File: config.mk
export PLATFORM = sky130hd
export DESIGN_NAME = i2c_sensor_measure_read_core
export DESIGN_NICKNAME = d
export VERILOG_FILES = /design/src/sv/i2csm_pkg.sv /design/src/sv/i2c_sensor_measure_read_core.sv
export VERILOG_INCLUDE_DIRS = /design/src /design/src/sv
export SDC_FILE = /design/constraint.sdc
export NUM_CORES = 1
export LEC_CHECK = 0
export BUFFER_PORTS_ARGS = -buffer_cell sky130_fd_sc_hd__buf_2
export CORE_MARGIN = 2
export CORE_UTILIZATION = 44
export DETAILED_ROUTE_END_ITERATION = 12
export PLACE_DENSITY_LB_ADDON = 0.1
export RECOVER_POWER = 50
export SLEW_MARGIN = 20
export SYNTH_ARGS = -nofsm -noshare
export SYNTH_HDL_FRONTEND = slang
export SYNTH_SLANG_ARGS = --single-unit
File: constraint.sdc
create_clock -name clk -period 4.05 [get_ports clk]
set_input_delay 0.81 -clock clk [delete_from_list [all_inputs] [get_ports clk]]
set_output_delay 0.81 -clock clk [all_outputs]
set_load 0.02 [all_outputs]
File: src/sv/i2c_sensor_measure_read_core_assert.svh
// Assertion macros shared by the sensor read core.
`ifndef I2C_SENSOR_MEASURE_READ_CORE_ASSERT_SVH
`define I2C_SENSOR_MEASURE_READ_CORE_ASSERT_SVH
`ifndef SYNTHESIS
`define I2CSM_ASSERT_IMPL(lbl, clk, rst_n, prop) \
	lbl: assert property (@(posedge clk) disable iff (!rst_n) (prop)) \
		else $error("i2c sensor read core: assertion failed");
`define I2CSM_ASSERT_NEVER(lbl, clk, rst_n, cond) \
	lbl: assert property (@(posedge clk) disable iff (!rst_n) !(cond)) \
		else $error("i2c sensor read core: forbidden condition seen");
`else
`define I2CSM_ASSERT_IMPL(lbl, clk, rst_n, prop)
`define I2CSM_ASSERT_NEVER(lbl, clk, rst_n, cond)
`endif
`endif

File: src/sv/i2csm_pkg.sv
// Package with the phase codes, widths and reset values of the sensor read core.
package i2csm_pkg;

	localparam int unsigned READ_BYTE_COUNT = 6;
	localparam int unsigned PHASE_W = 5;
	localparam int unsigned TICK_W = 24;
	localparam int unsigned IN_DATA_W = 8;
	localparam int unsigned OUT_DATA_W = 56;
	localparam int unsigned RES_W = 53;

	localparam logic [PHASE_W-1:0] PH_IDLE      = 5'd0;
	localparam logic [PHASE_W-1:0] PH_START1    = 5'd1;
	localparam logic [PHASE_W-1:0] PH_START2    = 5'd2;
	localparam logic [PHASE_W-1:0] PH_START3    = 5'd3;
	localparam logic [PHASE_W-1:0] PH_TX_LOW    = 5'd4;
	localparam logic [PHASE_W-1:0] PH_TX_HIGH   = 5'd5;
	localparam logic [PHASE_W-1:0] PH_ACK_LOW   = 5'd6;
	localparam logic [PHASE_W-1:0] PH_ACK_HIGH  = 5'd7;
	localparam logic [PHASE_W-1:0] PH_RX_LOW    = 5'd8;
	localparam logic [PHASE_W-1:0] PH_RX_HIGH   = 5'd9;
	localparam logic [PHASE_W-1:0] PH_MACK_LOW  = 5'd10;
	localparam logic [PHASE_W-1:0] PH_MACK_HIGH = 5'd11;
	localparam logic [PHASE_W-1:0] PH_STOP1     = 5'd12;
	localparam logic [PHASE_W-1:0] PH_STOP2     = 5'd13;
	localparam logic [PHASE_W-1:0] PH_STOP3     = 5'd14;
	localparam logic [PHASE_W-1:0] PH_WAIT      = 5'd15;
	localparam logic [PHASE_W-1:0] PH_DONE      = 5'd16;

	localparam logic [1:0] REG_DEVICE_ADDRESS = 2'd0;
	localparam logic [1:0] REG_MEASURE_COMMAND = 2'd1;
	localparam logic [1:0] REG_HALF_BIT_TICKS = 2'd2;
	localparam logic [1:0] REG_CONVERSION_WAIT = 2'd3;

	localparam logic [6:0] DEVICE_ADDRESS_RESET = 7'h44;
	localparam logic [7:0] MEASURE_COMMAND_RESET = 8'hFD;
	localparam logic [15:0] HALF_BIT_TICKS_RESET = 16'd2;
	localparam logic [23:0] CONVERSION_WAIT_RESET = 24'd20000;

	localparam logic [2:0] FIRST_READ_INDEX = 3'd2;
	localparam logic [2:0] LAST_READ_BYTE = 3'(READ_BYTE_COUNT);

	typedef struct packed {
		logic [7:0]  humidity_crc;
		logic [15:0] humidity_raw;
		logic [7:0]  temperature_crc;
		logic [15:0] temperature_raw;
		logic        missing_ack;
		logic        done_res;
		logic        busy_res;
		logic        sda_release;
		logic        scl_level;
	} result_t;

endpackage

File: src/sv/i2c_sensor_measure_read_core.sv
// Top level of the bit-level I2C master that runs one sensor measurement per request.
//
// Each input item on the s_ channel is one bus timing tick carrying a start
// request and the sampled SDA level. For every accepted item the core returns
// exactly one result item on the m_ channel with the SCL and SDA pin levels for
// that tick, the busy and done flags, and on the done tick the raw temperature
// and humidity words, their CRC bytes and the missing ACK flag.
// A request while idle runs START, address write, command, STOP, the
// conversion wait unless it is zero, START, address read and six read bytes, then STOP.
// A result is registered and shown in the next cycle. One item is taken every cycle
// while results drain; sequencer state and result register update together.
// The result register frees the input side whenever it is empty or its item is
// taken in the same cycle, so a stalled receiver holds the result and stops
// the input until it is taken. Configuration writes on the cfg_ channel are
// always accepted and should only be made while the core is idle.
// Reset returns the sequencer to idle, clears the collected bytes and the
// ACK error flag, and loads the register defaults.
module i2c_sensor_measure_read_core
	import i2csm_pkg::*;
(
	input  logic                  clk,
	input  logic                  arst_n,
	input  logic                  s_tvalid,
	output logic                  s_tready,
	// bit 0 start_request, bit 1 sda_sample, zero fill above
	input  logic [IN_DATA_W-1:0]  s_tdata,
	output logic                  m_tvalid,
	input  logic                  m_tready,
	// scl_level, sda_release, busy_res, done_res, missing_ack, temperature_raw,
	// temperature_crc, humidity_raw, humidity_crc from the lowest bit up, zero fill
	output logic [OUT_DATA_W-1:0] m_tdata,
	input  logic                  cfg_valid,
	output logic                  cfg_ready,
	input  logic [1:0]            cfg_index,
	input  logic [TICK_W-1:0]     cfg_data
);

`include "i2c_sensor_measure_read_core_assert.svh"

	logic [6:0]         device_address_q;
	logic [7:0]         measure_command_q;
	logic [15:0]        half_bit_ticks_q;
	logic [TICK_W-1:0]  conversion_wait_q;

	logic [PHASE_W-1:0] phase_q, phase_d;
	logic [2:0]         bit_counter_q, bit_counter_d;
	logic [2:0]         byte_counter_q, byte_counter_d;
	logic [TICK_W-1:0]  tick_counter_q, tick_counter_d;
	logic [7:0]         shift_q, shift_d;
	logic [7:0]         rx_bytes_q [READ_BYTE_COUNT];
	logic               ack_error_q, ack_error_d;
	logic               rx_store;
	logic [7:0]         rx_shift_next;

	logic               m_valid_q;
	result_t            res_q, res_d;

	logic               s_accept;
	logic               start_req, sda_in;
	logic [15:0]        half_eff;
	logic [TICK_W:0]    tick_next;
	logic               phase_end, wait_end;
	logic               mack_rel;

	assign s_tready  = !m_valid_q || m_tready;
	assign s_accept  = s_tvalid && s_tready;
	assign start_req = s_tdata[0];
	assign sda_in    = s_tdata[1];
	assign cfg_ready = 1'b1;

	assign half_eff  = (half_bit_ticks_q == '0) ? 16'd1 : half_bit_ticks_q;
	assign tick_next = {1'b0, tick_counter_q} + (TICK_W+1)'(1);
	assign phase_end = tick_next >= (TICK_W+1)'(half_eff);
	assign wait_end  = tick_next >= {1'b0, conversion_wait_q};
	assign mack_rel  = !(byte_counter_q < LAST_READ_BYTE - 3'd1);
	assign rx_shift_next = {shift_q[6:0], sda_in};

	always_ff @(posedge clk or negedge arst_n) begin
		if (!arst_n) begin
			device_address_q  <= DEVICE_ADDRESS_RESET;
			measure_command_q <= MEASURE_COMMAND_RESET;
			half_bit_ticks_q  <= HALF_BIT_TICKS_RESET;
			conversion_wait_q <= CONVERSION_WAIT_RESET;
		end else if (cfg_valid && cfg_ready) begin
			unique case (cfg_index)
				REG_DEVICE_ADDRESS: device_address_q <= cfg_data[6:0];
				REG_MEASURE_COMMAND: measure_command_q <= cfg_data[7:0];
				REG_HALF_BIT_TICKS: half_bit_ticks_q <= cfg_data[15:0];
				REG_CONVERSION_WAIT: conversion_wait_q <= cfg_data;
				default: ;
			endcase
		end
	end

	always_comb begin
		res_d = '0;
		res_d.scl_level   = 1'b1;
		res_d.sda_release = 1'b1;
		res_d.busy_res    = 1'b1;
		unique case (phase_q)
			PH_START2: res_d.sda_release = 1'b0;
			PH_START3: begin
				res_d.scl_level   = 1'b0;
				res_d.sda_release = 1'b0;
			end
			PH_TX_LOW: begin
				res_d.scl_level   = 1'b0;
				res_d.sda_release = shift_q[7];
			end
			PH_TX_HIGH: res_d.sda_release = shift_q[7];
			PH_ACK_LOW, PH_RX_LOW: res_d.scl_level = 1'b0;
			PH_MACK_LOW: begin
				res_d.scl_level   = 1'b0;
				res_d.sda_release = mack_rel;
			end
			PH_MACK_HIGH: res_d.sda_release = mack_rel;
			PH_STOP1: begin
				res_d.scl_level   = 1'b0;
				res_d.sda_release = 1'b0;
			end
			PH_STOP2: res_d.sda_release = 1'b0;
			default: ;
		endcase
		if (phase_q == PH_IDLE || phase_q > PH_DONE) begin
			res_d.busy_res = 1'b0;
		end else if (phase_q == PH_DONE) begin
			res_d.busy_res        = 1'b0;
			res_d.done_res        = 1'b1;
			res_d.missing_ack     = ack_error_q;
			res_d.temperature_raw = {rx_bytes_q[0], rx_bytes_q[1]};
			res_d.temperature_crc = rx_bytes_q[2];
			res_d.humidity_raw    = {rx_bytes_q[3], rx_bytes_q[4]};
			res_d.humidity_crc    = rx_bytes_q[5];
		end
	end

	always_comb begin
		phase_d        = phase_q;
		bit_counter_d  = bit_counter_q;
		byte_counter_d = byte_counter_q;
		tick_counter_d = tick_counter_q;
		shift_d        = shift_q;
		ack_error_d    = ack_error_q;
		rx_store       = 1'b0;
		if (phase_q == PH_IDLE || phase_q > PH_DONE) begin
			tick_counter_d = '0;
			if (start_req) begin
				bit_counter_d  = '0;
				byte_counter_d = '0;
				ack_error_d    = 1'b0;
				phase_d        = PH_START1;
			end else begin
				phase_d = PH_IDLE;
			end
		end else if (phase_q == PH_DONE) begin
			tick_counter_d = '0;
			phase_d        = PH_IDLE;
		end else if (phase_q == PH_WAIT) begin
			if (wait_end) begin
				tick_counter_d = '0;
				phase_d        = PH_START1;
			end else begin
				tick_counter_d = tick_next[TICK_W-1:0];
			end
		end else if (!phase_end) begin
			tick_counter_d = tick_next[TICK_W-1:0];
		end else begin
			tick_counter_d = '0;
			unique case (phase_q)
				PH_START1: phase_d = PH_START2;
				PH_START2: phase_d = PH_START3;
				PH_START3: begin
					shift_d       = {device_address_q, byte_counter_q != '0};
					bit_counter_d = '0;
					phase_d       = PH_TX_LOW;
				end
				PH_TX_LOW: phase_d = PH_TX_HIGH;
				PH_TX_HIGH: begin
					shift_d = {shift_q[6:0], 1'b0};
					if (bit_counter_q == 3'd7) begin
						bit_counter_d = '0;
						phase_d       = PH_ACK_LOW;
					end else begin
						bit_counter_d = bit_counter_q + 3'd1;
						phase_d       = PH_TX_LOW;
					end
				end
				PH_ACK_LOW: phase_d = PH_ACK_HIGH;
				PH_ACK_HIGH: begin
					if (sda_in) begin
						ack_error_d = 1'b1;
					end
					if (byte_counter_q == 3'd0) begin
						byte_counter_d = 3'd1;
						shift_d        = measure_command_q;
						bit_counter_d  = '0;
						phase_d        = PH_TX_LOW;
					end else if (byte_counter_q == 3'd1) begin
						phase_d = PH_STOP1;
					end else begin
						byte_counter_d = '0;
						shift_d        = '0;
						bit_counter_d  = '0;
						phase_d        = PH_RX_LOW;
					end
				end
				PH_RX_LOW: phase_d = PH_RX_HIGH;
				PH_RX_HIGH: begin
					shift_d = rx_shift_next;
					if (bit_counter_q == 3'd7) begin
						rx_store      = byte_counter_q < LAST_READ_BYTE;
						bit_counter_d = '0;
						phase_d       = PH_MACK_LOW;
					end else begin
						bit_counter_d = bit_counter_q + 3'd1;
						phase_d       = PH_RX_LOW;
					end
				end
				PH_MACK_LOW: phase_d = PH_MACK_HIGH;
				PH_MACK_HIGH: begin
					byte_counter_d = byte_counter_q + 3'd1;
					phase_d = (byte_counter_d >= LAST_READ_BYTE) ? PH_STOP1 : PH_RX_LOW;
				end
				PH_STOP1: phase_d = PH_STOP2;
				PH_STOP2: phase_d = PH_STOP3;
				PH_STOP3: begin
					if (byte_counter_q >= LAST_READ_BYTE) begin
						phase_d = PH_DONE;
					end else begin
						byte_counter_d = FIRST_READ_INDEX;
						phase_d = (conversion_wait_q == '0) ? PH_START1 : PH_WAIT;
					end
				end
				default: phase_d = PH_IDLE;
			endcase
		end
	end

	always_ff @(posedge clk or negedge arst_n) begin
		if (!arst_n) begin
			phase_q        <= PH_IDLE;
			bit_counter_q  <= '0;
			byte_counter_q <= '0;
			tick_counter_q <= '0;
			shift_q        <= '0;
			ack_error_q    <= 1'b0;
			for (int i = 0; i < READ_BYTE_COUNT; i++) begin
				rx_bytes_q[i] <= '0;
			end
		end else if (s_accept) begin
			phase_q        <= phase_d;
			bit_counter_q  <= bit_counter_d;
			byte_counter_q <= byte_counter_d;
			tick_counter_q <= tick_counter_d;
			shift_q        <= shift_d;
			ack_error_q    <= ack_error_d;
			if (rx_store) begin
				rx_bytes_q[byte_counter_q] <= rx_shift_next;
			end
		end
	end

	always_ff @(posedge clk or negedge arst_n) begin
		if (!arst_n) begin
			m_valid_q <= 1'b0;
		end else if (s_accept) begin
			m_valid_q <= 1'b1;
		end else if (m_tready) begin
			m_valid_q <= 1'b0;
		end
	end

	always_ff @(posedge clk) begin
		if (s_accept) begin
			res_q <= res_d;
		end
	end

	assign m_tvalid = m_valid_q;
	assign m_tdata  = {(OUT_DATA_W-RES_W)'(0), res_q};

	`I2CSM_ASSERT_IMPL(a_done_follows, clk, arst_n,
		(s_accept && phase_q == PH_DONE) |=> (m_valid_q && res_q.done_res && !res_q.busy_res))
	`I2CSM_ASSERT_IMPL(a_idle_stays, clk, arst_n,
		(s_accept && phase_q == PH_IDLE && !start_req) |=> (phase_q == PH_IDLE))
	`I2CSM_ASSERT_NEVER(a_data_outside_done, clk, arst_n,
		m_valid_q && !res_q.done_res && (res_q.missing_ack || res_q.temperature_raw != '0))
	`I2CSM_ASSERT_NEVER(a_byte_count_range, clk, arst_n, byte_counter_q > LAST_READ_BYTE)

endmodule

Yosys cells after proc, flatten, opt, wreduce, memory -nomap -nowiden
Index checks and enable logic that the tools add are counted.

$add $sub $neg: 3. Equality and inequality tests: 28. Bitwise operators: 4. Reduce and logical (&&, ||, !) cells: 36. Order comparisons: 9. Mux-type cells: 60.

Operators by type and width (count): $mux 24 (5); $pmux 5 s14 (1); $bwmux 48 (1); $mux 3 (16); $eq 5x4->1 const B (8); $pmux 8 s4 (1); $mux 5 (6); $add 24x1->25 const B (1); $ge 25x16->1 (1); $ge 25x24->1 (1); $demux 8 s3 (1); $logic_not 24->1 (1); $mux 8 (3); $reduce_and 7->1 (3); $eq 5x3->1 const B (4); $pmux 3 s3 (2); $mux 1 (17); $logic_not 16->1 (1); $mux 16 (1); $reduce_bool 4->1 (4); $eq 5x2->1 const B (2); $reduce_and 2->1 (5); $mux 4 (2); $ne 4x4->1 const B (2); 31 further kinds (51).

Logic and storage cells: 166. Register bits: 201. Output and inout bits: 59. Input port bits: 39.

Longest topological paths before layout
Gate-level depths: netlist of the first run.

Depth after elaboration: 8. Gate-level depth with buffers: 16. Gate-level depth less buffers: 14.

Worst setup path after synthesis of the first run
No wires, ideal clock.

Path type: register to register. From: register tick_counter_q[0]. To: register rx_bytes_q[10] in the netlist's numbering. Setup time: 0.125 ns. Cell stages (with the launch flop): 15. Arrival: 3.578 ns. Path slack: 0.347 ns. Buffers on the path: 1. Period minus slack after synthesis: 3.703 ns. Data required time: 3.925 ns. Cell sequence: dfrtp_1 -> ha_1 -> nand3_1 -> nor3_1 -> nand3_1 -> xnor2_1 -> ha_1 -> a21boi_0 -> o31ai_1 -> o211ai_1 -> nor4_4 -> nor3_1 -> and3_1 -> buf_4 -> mux2_4.

Cells in the longest elaborated chain, start to end: 7.

Ends and longest elaborated chain: from (decl) (RTL line i2c_sensor_measure_read_core.sv:48) `logic [TICK_W-1:0] tick_counter_q, tick_counter_d;`; from (signal assigned) (RTL line i2c_sensor_measure_read_core.sv:254) `tick_counter_q <= tick_counter_d;`; $add 24x1->25 (RTL line i2c_sensor_measure_read_core.sv:72) `assign tick_next = {1'b0, tick_counter_q} + (TICK_W+1)'(1);`; $ge 25x16->1 (RTL line i2c_sensor_measure_read_core.sv:73) `assign phase_end = tick_next >= (TICK_W+1)'(half_eff);`; $mux 1 (RTL line i2c_sensor_measure_read_core.sv:165) `end else if (!phase_end) begin`; $mux 1 (RTL line i2c_sensor_measure_read_core.sv:158) `end else if (phase_q == PH_WAIT) begin`; $mux 1 (RTL line i2c_sensor_measure_read_core.sv:155) `end else if (phase_q == PH_DONE) begin`; $mux 1 (RTL line i2c_sensor_measure_read_core.sv:145) `if (phase_q == PH_IDLE || phase_q > PH_DONE) begin`; $reduce_and 2->1 (no line); to (signal, indexed assignment) (RTL line i2c_sensor_measure_read_core.sv:258) `rx_bytes_q[byte_counter_q] <= rx_shift_next;`; to (decl) (RTL line i2c_sensor_measure_read_core.sv:50) `logic [7:0] rx_bytes_q [READ_BYTE_COUNT];`.

Every way passes these cells. A chain may end at the register's enable or synchronous reset.

Worst setup path after layout of the first run
From: register tick_counter_q[0]. To: register rx_bytes_q[37] in the netlist's numbering.

The elaborated chain is that of the path after synthesis.

==> results of run 1 <==
## cell families (layout without fill, tap and decap cells)
logic type               count (synthesis)  in the layout  share of synthesized area, %
AO/OA/AOI/OAI                          109            109                          7.07
multiplexers                           121            121                          13.9
other                                    2              4                        0.0736
flip-flops                             201            201                          52.1
buffers and inverters                   98            245                          3.89
XOR/XNOR                                28             28                          2.40
AND/OR/NAND/NOR                        279            279                          14.7
adder cells (fa/ha/maj)                 48             48                          5.89
## report_power, final
part	total, W	internal [W]	switching, W	leakage [nW]
combinational	0.000765	0.000336	0.000429	2.82
clock	0.00223	0.00140	0.000835	0.393
sequential	0.00239	0.00226	0.000128	2.43
## layout make-up
class	instances	area (sq um)
clock buffer	28	647
sequential	201	5320
tap	285	357
inverter	58	218
clock inverter	16	188
multi-input combinational	589	4560
fill	2051	10500
timing repair buffer	143	900
## worst max-delay path: stages, from the launching register on
cell and delay (ps):
dfrtp_1 410, ha_1 220, buf_4 140, and3_1 280, xnor2_1 350, ha_1 210, nand4_1 110, o221ai_1 210
a31oi_1 120, o211ai_1 450, nor4_4 110, buf_12 170, nor4_4 350, nand3_2 150, buf_12 170, mux2_2 260
## state kept, by name (all words and copies together), names as in the netlist
signal	flops
byte_counter_q	3
device_address_q	7
conversion_wait_q	24
rx_bytes_q	48
phase_q	5
m_tdata	53
m_tvalid	1
tick_counter_q	24
half_bit_ticks_q	16
ack_error_q	1
bit_counter_q	3
shift_q	8
measure_command_q	8
## cells in the mapped netlist (3+ instances only)
| cell type | instances | area share (%) |
|---|---|---|
| dfrtp_1 | 133 | 33 |
| mux2_2 | 100 | 11 |
| nand2_1 | 76 | 2.8 |
| inv_1 | 57 | 2.1 |
| edfxtp_1 | 53 | 16 |
| and2_1 | 49 | 3.0 |
| ha_1 | 48 | 5.9 |
| nor2_1 | 39 | 1.4 |
| clkbuf_1 | 31 | 1.1 |
| o21ai_0 | 30 | 1.5 |
| nand3_1 | 24 | 1.2 |
| a21oi_1 | 22 | 1.1 |
| nor4_1 | 18 | 1.1 |
| mux2_4 | 16 | 2.4 |
| nand4_1 | 16 | 0.98 |
| nor3_1 | 16 | 0.79 |
| dfstp_2 | 15 | 3.9 |
| xor2_1 | 15 | 1.3 |
| xnor2_1 | 13 | 1.1 |
| nand2b_1 | 8 | 0.49 |
| a211oi_1 | 6 | 0.44 |
| a22oi_1 | 6 | 0.44 |
| and3_1 | 6 | 0.37 |
| buf_4 | 5 | 0.37 |
| mux2i_1 | 5 | 0.49 |
| o211ai_1 | 5 | 0.37 |
| a21o_1 | 4 | 0.29 |
| nand3_2 | 4 | 0.39 |
| o221ai_1 | 4 | 0.34 |
| or4_1 | 4 | 0.29 |
| a22o_1 | 3 | 0.26 |
| nor3b_1 | 3 | 0.22 |
| o21a_1 | 3 | 0.22 |
| o22ai_1 | 3 | 0.18 |
## per-layer routing
layer	share of wire (%)	global-route usage, %
met1	49	27.3
met2	46	30.4
met3	3.6	2.58
met4	2.2	5.20
met5	0	0
## through the flow
stage	total power, W	setup TNS (ps)	instance area, sq um
final	0.00539	0	12200
after global routing	0.00564	-0.665	12200
after CTS	0.00545	0	12100
after detailed placement	0.00319	0	11300
after global placement	0.00317	0	11300
after floorplan	0.00291	0	10200
## worst max path at each step
stage | start | end | slack (ps) | cells after the start
final | tick_counter_q[0]$_DFFE_PN0P_ | rx_bytes_q[37]$_DFFE_PN0P_ | 200 | 15
after global routing | tick_counter_q[14]$_DFFE_PN0P_ | tick_counter_q[20]$_DFFE_PN0P_ | -0.7 | 16
after detailed placement | tick_counter_q[0]$_DFFE_PN0P_ | rx_bytes_q[20]$_DFFE_PN0P_ | 50 | 15
after floorplan | tick_counter_q[0]$_DFFE_PN0P_ | rx_bytes_q[10]$_DFFE_PN0P_ | 350 | 14
after CTS | tick_counter_q[0]$_DFFE_PN0P_ | rx_bytes_q[20]$_DFFE_PN0P_ | 20 | 15
after global placement | tick_counter_q[0]$_DFFE_PN0P_ | rx_bytes_q[22]$_DFFE_PN0P_ | 60 | 15
## what timing repair did
item                       4_1_cts  5_1_grt
setup buffers                    0        1
setup endpoints to repair        0       79
hold buffers                     0        0
resized for setup                0       16
==> run metrics, run 1 <==
status finished, violations left; failing checks max-capacitance violations, max-slew violations; pre-CTS WS 49.0 ps; final setup skew 8.94 ps; syn avg cell area around 12 sq um; die width ~160 um; commonest non-fill, non-tap cell in the layout dfrtp_1; commonest cells after routing, fill and taps aside dfrtp_1, mux2_2, buf_2; minimum clock period just under 4000 ps; top_reg_cell synth dfrtp_1; total wire length 22,700 um; reg2reg start tick_counter_q[0]$_DFFE_PN0P_; clock sinks 201; CP Launch Type register; I/O Pins 98; DRC viols 0; 1st-iter DRT viols 290; largest net degree at the start of global routing 72; worst slew pin tran roughly 1900 ps; via count 6,978; clk_lat worst skew 510 ps; Finished Core Util 53.7%; WL per Instance 17.2 um; CTS Buffer Depth 3; Core Footprint 22,700 sq um; Hold EP ack_error_q$_DFFE_PN0P_; critical path required time 4440 ps; Starting Density between 40 and 50%; CP endpoint kind register; Crit Path Class reg2reg; fraction of registers with async set/reset between 70 and 80%; Tcrit/Tclk final 95.0%; n_diodes 0; Clock Tree Root clkbuf_16; global placement routability congestion 0.857; DIE HEIGHT 156 um; die area roughly 24,000 sq um; Worst Reg-to-Reg Cells 15; Hold Crit Depth 1; synthesized cell area 10,200 sq um; WHS 490 ps; drt pass-1 iters 5; CP max FO 10; post-DP HPWL approximately 16,000 um; FP Rows 55; layout cell share with drive strength beyond 1 32.1%; Critical Path AT 4240 ps; reg2reg end rx_bytes_q[37]$_DFFE_PN0P_; Post-synth EDFFs 53; Cell Pwr Density 442 nW/um^2; clock transition at the registers of the reported paths 60 ps; dpl cells 1,275; PortBufs 87; H-tree depth 1; Final WS setup 203 ps; CTS tree done; Max Fclk 0.260 GHz; Slew Limit Fails 72; #FFs+latches synth 201; Syn. warnings 0; hold_sp ack_error_q$_DFFE_PN0P_; initial antenna violation count 0; Leakage 5.64 nW; R2R setup slack 200 ps; DR vias/cell 5.29; Finish-stage setup viols 0; area grow syn2layout 19.5%; nets@finish approximately 1,100; GR Overflow Total 0; worst IR drop on VDD 0.000360 V; Post-Layout Cell Count 1,320; Synth cell types 68; total CTS buffers 24; synthesized instance count 886; first-pass GRT wire length 36,800 um; max_cap viols 1; total global routing track utilization between 10% and 20%; sequential share of the synthesized area 52.1%; slew margin rel. -25.5%; Hold Crit Class reg2reg; number of global-route vias before repair 6,827; ANT nets after route 0; count of final hold-check violations 0
(Power assumes the default switching activity.)
==> run 2: changes to the inputs <==
--- a/config.mk
+++ b/config.mk
@@ -6,12 +6,14 @@
 export SDC_FILE = /design/constraint.sdc
 export NUM_CORES = 1
 export LEC_CHECK = 0
+export ABC_AREA = 1
 export BUFFER_PORTS_ARGS = -buffer_cell sky130_fd_sc_hd__buf_2
 export CORE_MARGIN = 2
 export CORE_UTILIZATION = 44
 export DETAILED_ROUTE_END_ITERATION = 12
 export PLACE_DENSITY_LB_ADDON = 0.1
 export RECOVER_POWER = 50
+export REMOVE_ABC_BUFFERS = 1
 export SLEW_MARGIN = 20
 export SYNTH_ARGS = -nofsm -noshare
 export SYNTH_HDL_FRONTEND = slang
==> run metrics, run 2 <==
DRC viols 0; Slew Limit Fails 130; I/O Pins just under 100; top post-synthesis cells by area dfrtp_1, edfxtp_1, nand2_1, inv_1, ha_1; clock transition at the registers of the reported paths 60 ps; pre-CTS WS 331 ps; setup bufs post-CTS 0; ANT nets after route 0; Finish-stage setup viols 0; n_diodes 0; unrepaired setup endpoints after global routing yes; PortBufs 87; Tcrit/Tclk final 91.5%; area grow syn2layout 13.8%; synthesized instance count 1,300; drt pass-1 iters 7; DR vias/cell between 4 and 5; number of global-route vias before repair 8,120; clk_lat worst skew ~510 ps; WHS 476 ps; commonest non-fill, non-tap cell in the layout nand2_1; CP Launch Type register; fin area 12,100 sq um; #FFs+latches synth 201; global placement routability congestion between 0.8 and 0.9; minimum clock period 3710 ps; fraction of registers with async set/reset 73.6%; slew margin rel. -40.1%; count of final hold-check violations 0; synthesized cell area 10,600 sq um; nets@finish approximately 1,500; Finished Core Util between 50% and 60%; GR Overflow Total 0; Worst path max stage delay 550 ps; failing checks max-capacitance violations, max-slew violations; Crit Path Class reg2reg; die area about 25,000 sq um; Hold Crit Depth 2; Crit path buffers/inverters 1; Syn. warnings 0; post-DP HPWL 17,800 um; final setup skew around 13 ps; cts repair resizes 0; Max Fclk 0.270 GHz; CP endpoint kind register; total global routing track utilization 20.0%; WL per Instance 14.6 um; Final WS setup 342 ps; largest net degree at the start of global routing ~80; FP Rows 56; most frequent cell after synthesis nand2_1; Post-Place Cell Area 11,400 sq um; CP max FO 8; Worst Reg-to-Reg Cells 20; H-tree depth 1; Hold EP rx_bytes_q[0]$_DFFE_PN0P_; Cell Pwr Density 440 nW/um^2; first-pass GRT wire length 42,000 um; commonest cells in the netlist nand2_1, inv_1, dfrtp_1; max_cap viols 2; top_reg_cell synth dfrtp_1; Hold Crit Class reg2reg; Largest delay share family, worst path simple AND/OR/NAND/NOR gates; die width about 160 um; Starting Density 45.0%; critical path required time 4450 ps; CTS tree done; reg2reg start tick_counter_q[0]$_DFFE_PN0P_; DIE HEIGHT 159 um; reg2reg end rx_bytes_q[13]$_DFFE_PN0P_; hold_sp rx_bytes_q[0]$_DFFE_PN0P_; initial antenna violation count 0; Synth cell types 46; cell taking the most area after synthesis dfrtp_1; Critical Path AT 4110 ps; CTS Buffer Depth 3; layout cell share with drive strength beyond 1 10.7%; syn avg cell area 8.17 sq um; Post-synth EDFFs 53; total CTS buffers 23; sequential share of the synthesized area 50.0%; Clock Tree Root clkbuf_16; crit path launch tick_counter_q[0]$_DFFE_PN0P_; 1st-iter DRT viols about 450; commonest cells after routing, fill and taps aside nand2_1, inv_1, dfrtp_1; Leakage 6.27 nW; CP cell instances ha_1, nand2_2, nor2_4, nand2_4, nor2_2, xnor2_1, inv_1, ha_1, nand2_1, nor2_1, nand3_1, nand3b_1, nand2_1, nor2_1, nand2_1, nor2_1, nand2_2, nand4_1, nand2_1, nand2_1; Post-CTS Hold Fix Bufs 0; via count 8,498; worst IR drop on VDD 0.000333 V; Yosys top cell area share 31.3%; status finished, violations left; clock sinks between 200 and 250; max FFs per register 53; Core Footprint 23,600 sq um; worst slew pin tran 2100 ps; Slowest cell on crit path dfrtp_1; R2R setup slack between 300 and 400 ps; Top cell by count, worst path nand2_1; total wire length around 25,000 um
[run 2: cell types whose count changed in the layout (fill, tap and decap cells not counted), moves of 39 or more]
cell | previous run | this run
nand2_1 | 76 | 383
nand4_1 | 16 | 71
and2_1 | 49 | 0
inv_1 | 58 | 188
clkbuf_1 | 7 | 46
o21ai_0 | 30 | 71
mux2_2 | 100 | 0
nor2_1 | 37 | 93
[run 2: stage by stage]
step / setup TNS [ps] / power [W] / instances
finish: 0 / 0.00532 / 1726
global route: -23.3 / 0.00562 / 1726
CTS: 0 / 0.00539 / 1721
detailed placement: 0 / 0.00336 / 1680
global placement: 0 / 0.00334 / 1680
floorplan: 0 / 0.00301 / 1254
[run 2: worst max-delay path by stage]
stage	to	slack, ps	cells after the start
floorplan	shift_q[2]$_DFFE_PN0P_	230	9
global placement	rx_bytes_q[40]$_DFFE_PN0P_	390	20
detailed placement	rx_bytes_q[7]$_DFFE_PN0P_	330	20
CTS	rx_bytes_q[7]$_DFFE_PN0P_	290	20
global route	shift_q[0]$_DFFE_PN0P_	-10	21
finish	rx_bytes_q[13]$_DFFE_PN0P_	340	20
[run 2: area by class of cell]
type | count | area, sq um
timing repair buffer | 112 | 571
inverter | 192 | 721
sequential | 201 | 5310
tap | 319 | 399
multi-input combinational | 861 | 4360
clock inverter | 13 | 123
clock buffer | 28 | 604
fill | 2373 | 11500
[run 2: routing by layer]
metal  global-route usage, %  vias up  routed length, um
li1                        -     4387                  -
met1                    29.3     3897              12400
met2                    31.9      181              11200
met3                    2.50       33               1180
met4                    4.71        0                502
met5                       0        -                  0
[run 2: cells by family after synthesis]
family	Yosys count	share of synthesized area, %
and+or+nand+nor	637	26.1
DFF	201	50.0
other	2	0.0707
AOI/OAI and AO/OA	160	8.09
adders and majority gates	48	5.65
buffers and inverters	240	9.03
xor gates and xnor gates	12	0.989
[run 2: where the power goes]
part	leakage, nW	switching, W	internal (W)
sequential	2.44	0.000104	0.00225
combinational	3.47	0.000682	0.000285
clock	0.361	0.000817	0.00119
total	6.27	0.00160	0.00372
[run 2: worst register-to-register path: stages (launching register included)]
cell,delay (ps)
dfrtp_1,550
ha_1,260
nand2_2,80
nor2_4,140
nand2_4,110
nor2_2,200
xnor2_1,210
inv_1,130
ha_1,320
nand2_1,60
nor2_1,230
nand3_1,100
nand3b_1,180
nand2_1,80
nor2_1,40
nand2_1,50
nor2_1,40
nand2_2,230
nand4_1,360
nand2_1,160
nand2_1,60
==> run 3: changes to the inputs <==
--- a/config.mk
+++ b/config.mk
@@ -8,6 +8,7 @@
 export LEC_CHECK = 0
 export ABC_AREA = 1
 export BUFFER_PORTS_ARGS = -buffer_cell sky130_fd_sc_hd__buf_2
+export CORE_ASPECT_RATIO = 1.1
 export CORE_MARGIN = 2
 export CORE_UTILIZATION = 44
 export DETAILED_ROUTE_END_ITERATION = 12
==> run metrics, run 3 (synthesized netlist as in run 2, its figures left out) <==
CP Launch Type register; total global routing track utilization 20.0%; cts repair resizes 0; total CTS buffers 23; global placement routability congestion roughly 0.91; Setup TNS 0 ps; max_cap viols 2; fin area 12,100 sq um; area grow syn2layout 14.0%; PortBufs 87; drt pass-1 iters 5; P_sw between 0.0015 and 0.002 W; layout cell share with drive strength beyond 1 13.2%; DR vias/cell 4.98; max FFs per register 53; failing checks max-capacitance violations, max-slew violations; number of global-route vias before repair 8,265; status finished, violations left; clock sinks 201; die area 25,400 sq um; final setup skew 8.41 ps; Int Pwr ~0.0037 W; CTS Buffer Depth 3; FP Rows 59; Hold Crit Class reg2reg; I/O Pins 98; via count 8,515; Cell Pwr Density 441 nW/um^2; Core Footprint ~24,000 sq um; total wire length about 25,000 um; clk_lat worst skew 510 ps; Reg power frac 43.9%; Switching Fraction about 30%; Critical Path AT 4040 ps; WHS 480 ps; first-pass GRT wire length 42,000 um; minimum clock period roughly 3600 ps; power after layout 0.00534 W; Worst path max stage delay around 400 ps; Max Fclk 0.275 GHz; Tcrit/Tclk final 89.9%; FILL cells 2,388; Crit Path Class reg2reg; worst IR drop on VDD 0.000314 V; nets@finish approximately 1,500; Finish-stage setup viols 0; critical path required time around 4500 ps; worst slew pin tran 2130 ps; H-tree depth 1; DRC viols 0; Post-CTS Hold Fix Bufs 0; Clock Tree Root clkbuf_16; count of final hold-check violations 0; Post-Place Cell Area 11,400 sq um; CP max FO 8; Leakage approximately 6.4 nW; CTS tree done; setup bufs post-CTS 0; Slowest cell on crit path dfrtp_1; commonest cells after routing, fill and taps aside nand2_1, inv_1, dfrtp_1; area of the multi-input gates 4360 sq um; Top cell by count, worst path nand2_1; GR Overflow Total 0; Starting Density 44.8%; n_diodes 0; clock transition at the registers of the reported paths around 60 ps; FF+latch area 5310 sq um; largest net degree at the start of global routing 83; post-DP HPWL 18,300 um; slew margin rel. -42.0%; Logic pwr share 18.5%; initial antenna violation count 0; 1st-iter DRT viols 371; Clk network pwr share 37.6%; CP endpoint kind register; ANT nets after route 0; unrepaired setup endpoints after global routing no; CP cell instances ha_1, nand2_2, nor2_4, nand2_4, nor2_2, xnor2_1, inv_1, ha_1, nand2_1, nor2_1, nand3_1, nand3b_1, nand2_1, nor2_1, nand2_1, nor2_1, nand2_2, nand4_1, nand2_1, nand2_1; commonest non-fill, non-tap cell in the layout nand2_1; die width 152 um; Slew Limit Fails between 100 and 150; WL per Instance 14.9 um; DIE HEIGHT roughly 170 um
run 3: power groups by stage:
stage               registers [W]  clock network [W]  logic (W)
detailed placement        0.00238                  0   0.000994
CTS                       0.00234            0.00207    0.00100
finish                    0.00234            0.00201   0.000990
global placement          0.00237                  0   0.000985
global route              0.00236            0.00214    0.00112
floorplan                 0.00242                  0   0.000586
run 3: final timing paths:
| kind | startpoint | to | slack, ps | cells past startpoint |
|---|---|---|---|---|
| min reg2reg | rx_bytes_q[44]$_DFFE_PN0P_ | rx_bytes_q[44]$_DFFE_PN0P_ | 480 | 2 |
| max | tick_counter_q[1]$_DFFE_PN0P_ | rx_bytes_q[30]$_DFFE_PN0P_ | 410 | 20 |
| min | rx_bytes_q[44]$_DFFE_PN0P_ | rx_bytes_q[44]$_DFFE_PN0P_ | 480 | 2 |
| min in group asynchronous | arst_n | tick_counter_q[21]$_DFFE_PN0P_ | 930 | 1 |
| max in group asynchronous | arst_n | rx_bytes_q[30]$_DFFE_PN0P_ | 680 | 2 |
| max reg2reg | tick_counter_q[1]$_DFFE_PN0P_ | rx_bytes_q[30]$_DFFE_PN0P_ | 410 | 20 |
run 3: per-layer routing:
| metal | share of wire [%] | vias to the layer above | GRT usage (%) |
|---|---|---|---|
| li1 | - | 4393 | - |
| met1 | 43 | 3949 | 24.3 |
| met2 | 52 | 134 | 37.4 |
| met3 | 3.2 | 39 | 2.50 |
| met4 | 2.4 | 0 | 5.44 |
| met5 | 0 | - | 0 |
run 3: layout make-up:
| cell class | instances | share of cell area [%] |
|---|---|---|
| Clock buffer | 26 | 4.85 |
| Timing Repair Buffer | 110 | 5.00 |
| Sequential cell | 201 | 43.9 |
| Multi-Input combinational cell | 861 | 36.0 |
| Inverter | 192 | 5.95 |
| Clock inverter | 16 | 1.20 |
| Tap cell | 305 | 3.15 |
run 3: per-stage QoR:
step / worst slack [ps] / util [%] / cells
after floorplan: 232 / - / 1254
after global placement: 421 / 48.2 / 1669
after detailed placement: 398 / 48.2 / 1669
after CTS: 377 / 51.2 / 1711
after global routing: 3.23 / 51.1 / 1711
final: 408 / 51.1 / 1711
run 3: critical path, delay by kind of cell, from the launching register on:
kind                       cells  cell delay, ps
xor gates and xnor gates       1             220
adders and majority gates      2             540
buffers and inverters          1             130
DFF                            1             390
and+or+nand+nor               16            2240
